--- src/rtl/core/ltf_pkg.sv ---
// Shared types and constants for the linear trend usage forecast core.
// No dependencies.
package ltf_pkg;

  localparam int unsigned WIDE_W    = 128;  // width of the solve arithmetic
  localparam int unsigned MUL_BW    = 37;   // narrow operand of the serial multiplier
  localparam int unsigned CNT_W     = 12;
  localparam int unsigned X_W       = 20;
  localparam int unsigned HX_W      = 26;
  // ceil(2^40 / 225): (secs >> 4) * HOUR_RECIP >> 40 gives whole hours, exact for 36-bit secs
  localparam logic [36:0]  HOUR_RECIP = 37'd4886718346;
  localparam logic [19:0]  X_MAX    = 20'hFFFFF;

  typedef enum logic [3:0] {
    OP_HRS_X,     // hours of the sample offset
    OP_MUL_XY,
    OP_MUL_XX,
    OP_MUL_NSX2,
    OP_MUL_SXSX,
    OP_MUL_NSXY,
    OP_MUL_SXSY,
    OP_DIV_SLOPE,
    OP_HRS_NOW,
    OP_MUL_NHX,
    OP_MUL_NUMM,
    OP_MUL_SYDLO,
    OP_MUL_SYDHI,
    OP_MUL_ND,
    OP_DIV_PRED
  } ltf_op_t;

  typedef struct packed {
    ltf_op_t op;
    logic    go_mul;
    logic    go_div;
    logic    load;    // latch the input word
    logic    fix;     // force degenerate fit to zero slope
    logic    emit;    // publish result and clear the run
  } ltf_cmd_t;

  typedef struct packed {
    logic take;       // live input word carries a sample that fits
    logic last_in;    // live input word closes the run
    logic empty;      // no sample in the run
    logic last_r;     // latched word closes the run
    logic mul_done;
    logic div_done;
    logic p_pos;      // prediction numerator above zero
    logic out_free;
  } ltf_sts_t;

  function automatic logic ltf_is_div(input ltf_op_t op);
    return (op == OP_DIV_SLOPE) || (op == OP_DIV_PRED);
  endfunction

  function automatic logic [127:0] ltf_abs(input logic [127:0] v);
    return v[127] ? (~v + 128'd1) : v;
  endfunction

endpackage

--- src/rtl/core/ltf_ctrl.sv ---
// Controller: sequences sample accumulation and the final least-squares solve.
// Depends on ltf_pkg.
module ltf_ctrl (
  input  logic              clk,
  input  logic              rst_n,
  input  logic              in_valid,
  output logic              in_ready,
  input  ltf_pkg::ltf_sts_t sts,
  output ltf_pkg::ltf_cmd_t cmd
);
  import ltf_pkg::*;

  typedef enum logic [2:0] {ST_IDLE, ST_WAIT, ST_FIX, ST_PCHK, ST_EMIT} state_t;

  state_t  state_r;
  ltf_op_t op_r;
  logic    go_mul_r, go_div_r, accept;

  assign in_ready = (state_r == ST_IDLE);
  assign accept   = in_valid && in_ready;

  always_ff @(posedge clk) begin
    if (!rst_n) begin
      state_r  <= ST_IDLE;
      op_r     <= OP_HRS_X;
      go_mul_r <= 1'b0;
      go_div_r <= 1'b0;
    end else begin
      go_mul_r <= 1'b0;
      go_div_r <= 1'b0;
      unique case (state_r)
        ST_IDLE: begin
          if (accept) begin
            if (sts.take) begin
              op_r <= OP_HRS_X; go_mul_r <= 1'b1; state_r <= ST_WAIT;
            end else if (sts.last_in) begin
              if (sts.empty) begin
                state_r <= ST_EMIT;
              end else begin
                op_r <= OP_MUL_NSX2; go_mul_r <= 1'b1; state_r <= ST_WAIT;
              end
            end
          end
        end
        ST_WAIT: begin
          if (sts.mul_done || sts.div_done) begin
            priority case (op_r)
              OP_HRS_X:     begin op_r <= OP_MUL_XY;    go_mul_r <= 1'b1; end
              OP_MUL_XY:    begin op_r <= OP_MUL_XX;    go_mul_r <= 1'b1; end
              OP_MUL_XX: begin
                if (sts.last_r) begin
                  op_r <= OP_MUL_NSX2; go_mul_r <= 1'b1;
                end else begin
                  state_r <= ST_IDLE;
                end
              end
              OP_MUL_NSX2:  begin op_r <= OP_MUL_SXSX;  go_mul_r <= 1'b1; end
              OP_MUL_SXSX:  begin op_r <= OP_MUL_NSXY;  go_mul_r <= 1'b1; end
              OP_MUL_NSXY:  begin op_r <= OP_MUL_SXSY;  go_mul_r <= 1'b1; end
              OP_MUL_SXSY:  state_r <= ST_FIX;
              OP_DIV_SLOPE: begin op_r <= OP_HRS_NOW;   go_mul_r <= 1'b1; end
              OP_HRS_NOW:   begin op_r <= OP_MUL_NHX;   go_mul_r <= 1'b1; end
              OP_MUL_NHX:   begin op_r <= OP_MUL_NUMM;  go_mul_r <= 1'b1; end
              OP_MUL_NUMM:  begin op_r <= OP_MUL_SYDLO; go_mul_r <= 1'b1; end
              OP_MUL_SYDLO: begin op_r <= OP_MUL_SYDHI; go_mul_r <= 1'b1; end
              OP_MUL_SYDHI: begin op_r <= OP_MUL_ND;    go_mul_r <= 1'b1; end
              OP_MUL_ND:    state_r <= ST_PCHK;
              default:      state_r <= ST_EMIT;
            endcase
          end
        end
        ST_FIX: begin
          op_r <= OP_DIV_SLOPE; go_div_r <= 1'b1; state_r <= ST_WAIT;
        end
        ST_PCHK: begin
          // non-positive numerator: prediction stays at zero
          if (sts.p_pos) begin
            op_r <= OP_DIV_PRED; go_div_r <= 1'b1; state_r <= ST_WAIT;
          end else begin
            state_r <= ST_EMIT;
          end
        end
        ST_EMIT: begin
          if (sts.out_free) state_r <= ST_IDLE;
        end
        default: state_r <= ST_IDLE;
      endcase
    end
  end

  always_comb begin
    cmd.op     = op_r;
    cmd.go_mul = go_mul_r;
    cmd.go_div = go_div_r;
    cmd.load   = accept;
    cmd.fix    = (state_r == ST_FIX);
    cmd.emit   = (state_r == ST_EMIT) && sts.out_free;
  end

  a_go_excl: assert property (@(posedge clk) disable iff (!rst_n) !(go_mul_r && go_div_r))
    else $error("both units started together");
  a_go_unit: assert property (@(posedge clk) disable iff (!rst_n)
    go_div_r |-> ltf_is_div(op_r))
    else $error("divider started on a multiply step");
  a_go_wait: assert property (@(posedge clk) disable iff (!rst_n)
    (go_mul_r || go_div_r) |-> (state_r == ST_WAIT))
    else $error("unit started outside the wait state");

endmodule
--- config.mk ---
export PLATFORM = sky130hd
export DESIGN_NAME = ltf_ctrl
export DESIGN_NICKNAME = d
export VERILOG_FILES = /design/src/rtl/core/ltf_pkg.sv /design/src/rtl/core/ltf_ctrl.sv
export SDC_FILE = /design/constraint.sdc
export NUM_CORES = 1
export LEC_CHECK = 0
export ABC_CLOCK_PERIOD_IN_PS = 2340
export BUFFER_PORTS_ARGS = -buffer_cell sky130_fd_sc_hd__buf_2
export CORE_MARGIN = 2
export CORE_UTILIZATION = 31
export CTS_BUF_LIST = sky130_fd_sc_hd__clkbuf_16
export DETAILED_ROUTE_END_ITERATION = 10
export SYNTH_ARGS = -nofsm -noshare
export SYNTH_HDL_FRONTEND = slang
export SYNTH_SLANG_ARGS = --single-unit
--- constraint.sdc ---
create_clock -name clk -period 2.34 [get_ports clk]
set_input_delay 0.351 -clock clk [delete_from_list [all_inputs] [get_ports clk]]
set_output_delay 0.351 -clock clk [all_outputs]
set_load 0.02 [all_outputs]
==> impl_metrics.csv <==
group,metric,value,unit
sta,max_freq,0.553,GHz
worst_hold_path,min_path_cells,3,
sta,tightestPinTransition,436,ps
routing,drc,0,
global_route,overflow,0,
power_and_ir_drop,p_switching,202,uW
place,place_inst,130,
setup_path,cp_slowest_stage_delay,560,ps
power_and_ir_drop,pwr-share-seq,29.4,%
routing,vias,734,
final_layout,antenna_cells,0,
routing,drt_iter0_markers,12,
global_route,grt_max_degree,14,
routing,dr.pass1.iters,4,
sta,rsz0062_at_grt,"no",
clock_network,cts_root_buf,"clkbuf_16",
synth,synth_area,733,um2
final_layout,stdcell_count,134,
setup_path,worst_setup_path_end_kind,"register",
clock_network,numCtsBuffers,3,
die,fp.dieH,52.6,um
sta,hold_violations,0,
sta,fin_setup_tns,0,ps
die,die_width,52.6,um
final_layout,layout-drive-gt1-share,29.2,%
synth,yosysWarnings,0,
power_and_ir_drop,peakVddDrop,0.000360,V
die,dieArea,2770,um2
global_route,track_usage,15.3,%
synth,ys_seq_area_share,24.6,%
clock_network,clock_sinks,9,
sta,slew_viol_final,0,
setup_path,start_kind,"register",
flow_run,drv_cap,0,
synth,ys_ff_latch,9,
place,port_buffers,20,
power_and_ir_drop,p_int,464,uW
clock_network,path_clk_slew,40,ps
setup_path,path_max_fanout,12,
die,io-pin-count,21,
clock_network,ctsHoldBuffers,0,
die,initial_utilization,32.8,%
global_route,antenna_found_initial,0,
setup_path,slowest_stage,"dfxtp_1",
global_route,grt_pass1_vias,655,
power_and_ir_drop,p_leak,0.000398,uW
synth,ys_top_cells_by_area,"dfxtp_1, nor2b_1, buf_4",
sta,finalSetupViolations,0,
setup_path,crit_buf_inv,0,
routing,avgRoutedWirePerCell,13.9,um
final_layout,area_delta_synth_final,20.3,%
routing,via_per_inst,5.48,
sta,fin_crit_sh,77.3,%
setup_path,cp_cell_sequence,"nor2_1, a221o_1, a221oi_4, nand4_1, o21ai_1",
synth,syn_inst,92,
clock_network,cts_resized,0,
synth,synth_area_leader_cell,"dfxtp_1",
clock_network,ctsLongestPathBuffers,2,
power_and_ir_drop,p_sw_share,30.4,%
routing,wl,1860,um
power_and_ir_drop,pwr_density_cell,755,nW/um2
synth,synth.distinct_cells,42,
sta,fin_crit,1810,ps
setup_path,cp_top_family,"compound AO/OA/AOI/OAI gates",
final_layout,fin_area,882,um2
die,core,2230,um2
sta,hold_ws,416,ps
place,gp_congestion,0.832,
setup_path,path_depth,5,
power_and_ir_drop,p_clk_share,45.9,%
final_layout,finalNetCount,118,
worst_hold_path,hp-class,"in -> reg",
clock_network,h-tree-depth,1,
clock_network,cts_tree,"done",
setup_path,worstSetupPathType,"reg -> reg",
setup_path,cp.arrival,1980,ps
setup_path,r2r_cells,5,
synth,syn_area_per_cell,7.97,um2
outcome,status,"complete, no violations",
global_route,grt_pass1_wl,2980,um
routing,antenna_left,0,
setup_path,worstPathRequired,2510,ps
synth,synth_top_area_share,24.6,%
power_and_ir_drop,power,666,uW
place,dp_hpwl,1370,um
power_and_ir_drop,combPwrFrac,24.7,%
sta,finClkSkew,4.47,ps
clock_network,cts_setup_buffers,0,
synth,syn_nets,103,
sta,slew_headroom,70.9,%
setup_path,reg2reg_slack,530,ps
place,place_area,803,um2
die,num_rows,17,
clock_network,insertion_delay,240,ps
## layout make-up
cell class | count | area, um2
Timing Repair Buffer | 20 | 100
Tap cell | 28 | 35.0
Clock inverter | 1 | 3.75
Multi-Input combinational cell | 69 | 473
Fill cell | 230 | 1350
Clock buffer | 3 | 75.1
Inverter | 4 | 15.0
Sequential cell | 9 | 180
## flip-flops by register name, summed over array words and instances, names as in the netlist
signal / cells
op_r: 4
state_r: 3
go_div_r: 1
go_mul_r: 1
## worst reg2reg max path, cell delays in order, from the launching register on
cell and delay [ps]:
dfxtp_1 560, nor2_1 220, a221o_1 420, a221oi_4 300, nand4_1 130, o21ai_1 110
## layout by cell type (no fill, tap or decap), drive strengths merged, types with 2 or more instances in the layout
cell | synthesis | final
a22oi | 2 | 2
buf | 9 | 20
clkbuf | 1 | 3
nor3 | 2 | 2
nand2b | 2 | 2
a211oi | 3 | 3
o21ai | 8 | 8
a31oi | 2 | 2
a21oi | 4 | 4
nor2b | 6 | 6
dfxtp | 9 | 9
nor3b | 2 | 2
inv | 4 | 5
o211a | 2 | 2
nand2 | 8 | 8
nor2 | 8 | 8
## stage by stage
stage          worst slack (ps)  utilization, %
6_report                    530            39.5
5_1_grt                     417            39.5
4_1_cts                     549            39.5
3_5_place_dp                577            36.0
3_3_place_gp                648            36.0
2_1_floorplan               825               -
## power groups by stage
stage / Combinational (uW) / Clock (uW) / Sequential [uW]
2_1_floorplan: 139 / 0 / 187
3_3_place_gp: 164 / 0 / 198
3_5_place_dp: 164 / 0 / 198
4_1_cts: 165 / 307 / 196
5_1_grt: 180 / 317 / 199
6_report: 165 / 306 / 196
## cell usage after synthesis, drive strengths merged
| master | count |
|---|---|
| a211o | 1 |
| a211oi | 3 |
| a21o | 1 |
| a21oi | 4 |
| a221o | 1 |
| a221oi | 1 |
| a22oi | 2 |
| a31oi | 2 |
| and3 | 1 |
| and4bb | 1 |
| buf | 9 |
| clkbuf | 1 |
| dfxtp | 9 |
| inv | 4 |
| mux2i | 1 |
| nand2 | 8 |
| nand2b | 2 |
| nand3 | 1 |
| nand4 | 1 |
| nand4b | 1 |
| nor2 | 8 |
| nor2b | 6 |
| nor3 | 2 |
| nor3b | 2 |
| nor4 | 1 |
| nor4b | 1 |
| nor4bb | 1 |
| o211a | 2 |
| o21a | 1 |
| o21ai | 8 |
| o21ba | 1 |
| o221ai | 1 |
| o22ai | 1 |
| o31ai | 1 |
| o32ai | 1 |
| or2 | 1 |
## path summary, 6_finish.rpt
check             startpoint    endpoint
hold reg to reg      op_r[2]  state_r[1]
setup reg to reg  state_r[0]     op_r[3]
hold / removal        sts[0]  state_r[2]
setup / recovery  state_r[0]     op_r[3]
## per-layer routing
metal	wire, um	part of all wire [%]	vias to the layer above	GRT usage (%)
met4	42	2.3	0	8.97
li1	-	-	367	-
met5	0	0	-	0
met3	130	7.0	5	4.86
met2	893	48	24	24.6
met1	792	43	338	17.6
## cell families after synthesis
kind of cell,synth area share [%]
AOI/OAI and AO/OA,33.8
buffers and inverters,10.9
DFF,24.6
muxes,1.37
and+or+nand+nor,29.4
Note: power is estimated with default switching activity, not from simulation.
